===== config.mk =====
export PLATFORM = sky130hd
export DESIGN_NAME = lamp_matrix_state_controller_unit
export DESIGN_NICKNAME = d
export VERILOG_FILES = /design/src/lmsc_pkg.sv /design/src/lmsc_lamp_core.sv /design/src/lamp_matrix_state_controller_unit.sv
export SDC_FILE = /design/constraint.sdc
export NUM_CORES = 1
export LEC_CHECK = 0
export BUFFER_PORTS_ARGS = -buffer_cell sky130_fd_sc_hd__buf_2
export CAP_MARGIN = 20
export CORE_ASPECT_RATIO = 1.25
export CORE_MARGIN = 3
export CORE_UTILIZATION = 40
export DETAILED_ROUTE_END_ITERATION = 8
export PLACE_DENSITY = 0.67
export SYNTH_ARGS = -nofsm -noshare
export SYNTH_HDL_FRONTEND = slang
export SYNTH_HIERARCHICAL = 1
export SYNTH_SLANG_ARGS = --single-unit

===== constraint.sdc =====
create_clock -name clk -period 47 [get_ports clk]
set_input_delay 9.4 -clock clk [delete_from_list [all_inputs] [get_ports clk]]
set_output_delay 9.4 -clock clk [all_outputs]
set_load 0.01 [all_outputs]

===== src/lmsc_pkg.sv =====
// ----------------------------------------------------------------------------
// Lamp matrix state controller package
// Shared constants, operation codes and word types for the lamp controller.
// ----------------------------------------------------------------------------
package lmsc_pkg;

    localparam int unsigned LAMP_COUNT = 64;
    localparam int unsigned SET_W      = 64;
    localparam int unsigned IDX_W      = 6;
    localparam int unsigned OP_W       = 4;

    localparam logic [IDX_W:0] LAMP_LIMIT = (IDX_W + 1)'(LAMP_COUNT);
    localparam logic [SET_W-1:0] FULL_MASK =
        (LAMP_COUNT >= SET_W) ? {SET_W{1'b1}}
                              : ((SET_W'(1) << LAMP_COUNT) - SET_W'(1));

    typedef enum logic [OP_W-1:0] {
        OP_ON        = 4'd0,
        OP_OFF       = 4'd1,
        OP_TOGGLE    = 4'd2,
        OP_TEST      = 4'd3,
        OP_FLASH_ON  = 4'd4,
        OP_FLASH_OFF = 4'd5,
        OP_FLASH_TST = 4'd6,
        OP_FX_ON     = 4'd7,
        OP_FX_OFF    = 4'd8,
        OP_FX_TOGGLE = 4'd9,
        OP_FX_TEST   = 4'd10,
        OP_ALL_ON    = 4'd11,
        OP_ALL_OFF   = 4'd12,
        OP_TICK      = 4'd13
    } op_t;

    typedef struct packed {
        logic [OP_W-1:0]  req_type;
        logic [IDX_W-1:0] lamp_index;
    } req_word_t;

    typedef struct packed {
        logic             test_bit;
        logic [SET_W-1:0] steady_out;
        logic [SET_W-1:0] enable_out;
        logic [SET_W-1:0] phase_out;
        logic [SET_W-1:0] effect_out;
    } rsp_word_t;

endpackage


===== src/lmsc_lamp_core.sv =====
// ----------------------------------------------------------------------------
// Lamp set core
// Holds the four lamp sets and applies one operation word per fire cycle.
// ----------------------------------------------------------------------------
module lmsc_lamp_core
(
    input  logic              clk,
    input  logic              rst_n,
    input  logic              fire,
    input  lmsc_pkg::req_word_t cmd,
    output lmsc_pkg::rsp_word_t rsp_next
);
    import lmsc_pkg::*;

    logic [SET_W-1:0] steady_reg;
    logic [SET_W-1:0] enable_reg;
    logic [SET_W-1:0] phase_reg;
    logic [SET_W-1:0] effect_reg;
    logic [SET_W-1:0] steady_next;
    logic [SET_W-1:0] enable_next;
    logic [SET_W-1:0] phase_next;
    logic [SET_W-1:0] effect_next;
    logic [SET_W-1:0] lamp_bit;
    logic             lamp_valid;
    logic             test_next;

    assign lamp_valid = {1'b0, cmd.lamp_index} < LAMP_LIMIT;
    assign lamp_bit   = lamp_valid ? (SET_W'(1) << cmd.lamp_index) : '0;

    always_comb
    begin
        steady_next = steady_reg;
        enable_next = enable_reg;
        phase_next  = phase_reg;
        effect_next = effect_reg;
        test_next   = 1'b0;
        case (op_t'(cmd.req_type))
            OP_ON:        steady_next = steady_reg | lamp_bit;
            OP_OFF:       steady_next = steady_reg & ~lamp_bit;
            OP_TOGGLE:    steady_next = steady_reg ^ lamp_bit;
            OP_TEST:      test_next   = (steady_reg & lamp_bit) != '0;
            OP_FLASH_ON:
            begin
                if ((lamp_bit != '0) && ((enable_reg & lamp_bit) == '0))
                begin
                    enable_next = enable_reg | lamp_bit;
                    if (phase_reg != '0)
                    begin
                        phase_next = phase_reg | lamp_bit;
                    end
                    else
                    begin
                        phase_next = phase_reg & ~lamp_bit;
                    end
                end
            end
            OP_FLASH_OFF:
            begin
                enable_next = enable_reg & ~lamp_bit;
                phase_next  = phase_reg & ~lamp_bit;
            end
            OP_FLASH_TST: test_next   = (enable_reg & lamp_bit) != '0;
            OP_FX_ON:     effect_next = effect_reg | lamp_bit;
            OP_FX_OFF:    effect_next = effect_reg & ~lamp_bit;
            OP_FX_TOGGLE: effect_next = effect_reg ^ lamp_bit;
            OP_FX_TEST:   test_next   = (effect_reg & lamp_bit) != '0;
            OP_ALL_ON:
            begin
                enable_next = '0;
                steady_next = FULL_MASK;
            end
            OP_ALL_OFF:
            begin
                steady_next = '0;
                enable_next = '0;
                phase_next  = '0;
                effect_next = '0;
            end
            OP_TICK:      phase_next  = phase_reg ^ enable_reg;
            default:
            begin
                test_next = 1'b0;
            end
        endcase
    end

    always_ff @(posedge clk or negedge rst_n)
    begin
        if (!rst_n)
        begin
            steady_reg <= '0;
            enable_reg <= '0;
            phase_reg  <= '0;
            effect_reg <= '0;
        end
        else if (fire)
        begin
            steady_reg <= steady_next;
            enable_reg <= enable_next;
            phase_reg  <= phase_next;
            effect_reg <= effect_next;
        end
    end

    assign rsp_next.test_bit   = test_next;
    assign rsp_next.steady_out = steady_next;
    assign rsp_next.enable_out = enable_next;
    assign rsp_next.phase_out  = phase_next;
    assign rsp_next.effect_out = effect_next;

endmodule


===== src/lamp_matrix_state_controller_unit.sv =====
// ----------------------------------------------------------------------------
// Lamp matrix state controller
// Keeps steady, flash enable, flash phase and effect sets for a lamp matrix.
//
// The request channel (req_valid, req_stall, req) carries one operation word
// with its lamp index. The response channel (rsp_valid, rsp_stall, rsp)
// returns exactly one word per request: the tested bit and all four lamp
// sets as they stand after the operation.
// A request is captured in an input register, applied to the lamp sets by
// one level of logic and written to the response register. One request is
// taken in every cycle while the response side keeps up.
// When the receiver stalls, the response word holds; the input register
// still takes one more request, and req_stall rises once both registers
// are full. Reset clears all four lamp sets and empties both registers.
// ----------------------------------------------------------------------------
module lamp_matrix_state_controller_unit
(
    input  logic                clk,
    input  logic                rst_n,
    input  logic                req_valid,
    output logic                req_stall,
    input  lmsc_pkg::req_word_t req,
    output logic                rsp_valid,
    input  logic                rsp_stall,
    output lmsc_pkg::rsp_word_t rsp
);
    import lmsc_pkg::*;

    req_word_t req_reg;
    logic      req_valid_reg;
    rsp_word_t rsp_reg;
    logic      rsp_valid_reg;
    rsp_word_t rsp_next;
    logic      rsp_free;
    logic      fire;

    assign rsp_free  = !rsp_valid_reg || !rsp_stall;
    assign fire      = req_valid_reg && rsp_free;
    assign req_stall = req_valid_reg && !rsp_free;

    lmsc_lamp_core u_core
    (
        .clk      (clk),
        .rst_n    (rst_n),
        .fire     (fire),
        .cmd      (req_reg),
        .rsp_next (rsp_next)
    );

    always_ff @(posedge clk or negedge rst_n)
    begin
        if (!rst_n)
        begin
            req_valid_reg <= 1'b0;
            rsp_valid_reg <= 1'b0;
        end
        else
        begin
            if (!req_stall)
            begin
                req_valid_reg <= req_valid;
            end
            if (rsp_free)
            begin
                rsp_valid_reg <= req_valid_reg;
            end
        end
    end

    always_ff @(posedge clk)
    begin
        if (req_valid && !req_stall)
        begin
            req_reg <= req;
        end
        if (fire)
        begin
            rsp_reg <= rsp_next;
        end
    end

    assign rsp_valid = rsp_valid_reg;
    assign rsp       = rsp_reg;

endmodule


==> metrics <==
status finished clean; # H-tree levels 2; fraction of layout cells with a size suffix above 1 0.1415; placed instance count 4,792; Tmin final 19.21 ns; crit end category output port; Hold Path Class reg2reg; dominant synthesized flop cell edfxtp_1; core area 83,270 µm²; Static Leak 16.24 nW; first-pass GRT wire length 176,700 µm; Detail Placement HPWL a little over 80,000 µm; startpoint types input port; Avg Vias per Cell about 6; Layout Cells excl Fill 4,896; placer congestion estimate 0.9691; most common cell after layout, fill and taps aside o21ai_0; fin crit share 0.4087; root buffer cell clkbuf_16; FF-to-FF End rsp[74]; Antenna Violating Nets Remaining 0; WS Path Type in2out; overall power 0.001519 W; max-cap viol count 0; drt wl/cell roughly 24 µm; Starting Density 0.4060; register bit total from synthesis 525; Synth Area in XOR/XNOR 0.01658; largest net degree at the start of global routing 163; Vias approximately 30k; FMAX 52.05 MHz; antenna cell count 0; worst skew pair latency 0.65 ns; maximum vdd drop 0.02956 mV; Hold Crit Start req_valid_reg; die height 331.0 µm; CTS tree done; Setup Viol. Count Final 0; GRT Total Usage 0.2628; Post-synth EDFFs 267; Post-CTS Resized 0; final WL about 120,000 µm; die area 88,060 µm²; asr flop ratio synth 0.4914; Slew HR 0.2767; most frequent cells in the layout 659 x o21ai_0, 384 x ha_1, 326 x nor2_1, 320 x nand2_1, 271 x buf_2; clk buf depth 3; Cell Rows around 120; arrival time worst endpoint about 9.8 ns; Final Hold Vio Count 0; total grt overflow 0; R2R depth 10; worst reg2reg setup slack 42.15 ns; hold_buf cts 0; Compound-Gate Fraction of Synth Area 0.2203; pwr dens 40.24 nW/µm²; final max-slew violation count 0; cts bufs inserted 55; Required @ worst endpoint 37.60 ns; CP max FO 3; Synth warnings 6; number of flip-flops under the largest register name 257; Layout area overhead 11.67%; clock skew 0.02906 ns; reg2reg start req_reg[3]; mux contribution to synthesized area 0.002332; Post-Syn Instances approximately 3.7k; Post-CTS Repair Setup Buffers 0; post-synthesis adder-cell area fraction 0.1421; Syn Area/Cell 9.236 µm²; Hold Crit Endpoint rsp_valid; initial antenna violation count 1; Synth Area in Simple Gates 0.1319; RSZ-0062 raised after global routing false; Net Count, Synth roughly 4k; drt initial violations around 3.9k; TritonCTS Sinks 525; Synth cell types between 60 and 70; Setup crit start rsp_stall; critical path's most frequent cell buf_2; main combinational cell family by area after synthesis compound AO/OA/AOI/OAI gates; actual transition at the worst max-transition pin 1.075 ns; Final #Nets ~4.2k; first-pass iteration count of the detailed router 6; Hold Path Depth 1; total I/O pin count 273; CTS clk-pin slew, worst paths 0.06 ns; vias in the first global route 27.15k; slowest stage delay, CP 0.13 ns; worst-path cell chain buf_2 -> nand3_2 -> inv_1 -> buf_2; Netlist Area Pre-Place between 30,000 and 40,000 µm²; TNS Setup 0 ns; IO buf count 272; Seq/Total Area, Yosys 0.4282; DRC viols 0; CP max stage cell buf_2; Die X between 200 and 300 µm; Final Hold Slack 0.5180 ns
worst max-delay path: cells and delay by family:
| kind | cells | cell delay (ns) |
|---|---|---|
| buffers and inverters | 3 | 0.32 |
| AND/OR/NAND/NOR | 1 | 0.09 |
metrics by stage:
step	setup slack (ns)	instance area, µm²	util
after floorplan	17.37	33800	-
after global placement	27.77	35840	0.4304
after detailed placement	27.79	35840	0.4304
after CTS	27.78	37730	0.4531
after global routing	27.76	37750	0.4533
final	27.79	37750	0.4533
worst max path at each step:
stage	end	slack, ns	depth (start not counted)
after global routing	req_stall	27.76	4
final	req_stall	27.79	4
after CTS	req_stall	27.78	4
after global placement	req_stall	27.77	4
after detailed placement	req_stall	27.79	4
after floorplan	u_core/phase_reg[38]	17.37	7
where the power goes:
group,switching [W],internal (W)
sequential,0.0000871,0.000578
combinational,0.000239,0.000143
clock,0.000203,0.000268
synthesized netlist by cell type (8+ instances only):
cell,number,area share
ha_1,384,0.14
nand2b_1,11,0.0020
dfrtp_1,258,0.19
buf_1,16,0.0018
a2bb2oi_2,8,0.0036
nor4_1,52,0.0096
a211oi_2,43,0.016
nand3_1,43,0.0064
inv_1,197,0.022
a211oi_1,19,0.0042
clkbuf_1,203,0.023
nand4_1,23,0.0043
o21ai_1,42,0.0062
nand2_1,322,0.036
a2bb2oi_1,54,0.014
a221oi_1,128,0.033
a21oi_2,20,0.0052
buf_6,20,0.0067
nor2_1,330,0.037
o21ai_0,661,0.098
nor3_1,129,0.019
xor2_1,64,0.017
buf_2,23,0.0034
a21oi_1,237,0.035
edfxtp_1,267,0.24
routing by layer:
layer	track usage	share of wire	wire [µm]
met1	0.3624	0.42	49640
met2	0.3907	0.43	51770
met3	0.03986	0.082	9833
met4	0.1586	0.070	8312
met5	0	0.00011	13
cells by family (layout without fill, tap and decap cells):
logic type	after synthesis	count (layout)
compound gates	1234	1234
xor+xnor	64	64
fa+ha+maj	384	384
buf+inv	472	628
flops	525	525
mux	7	7
simple gates	974	974
cell type report:
type	count	area [µm²]
inverters	199	747.0
fillers	7951	45520
clock inverters	38	471.7
multi-input cells	2663	17480
repair buffers	326	1797
well taps	1080	1351
clock buffers	65	1424
flip-flops and latches	525	14470
No activity file was read; power rests on OpenSTA's default activity.
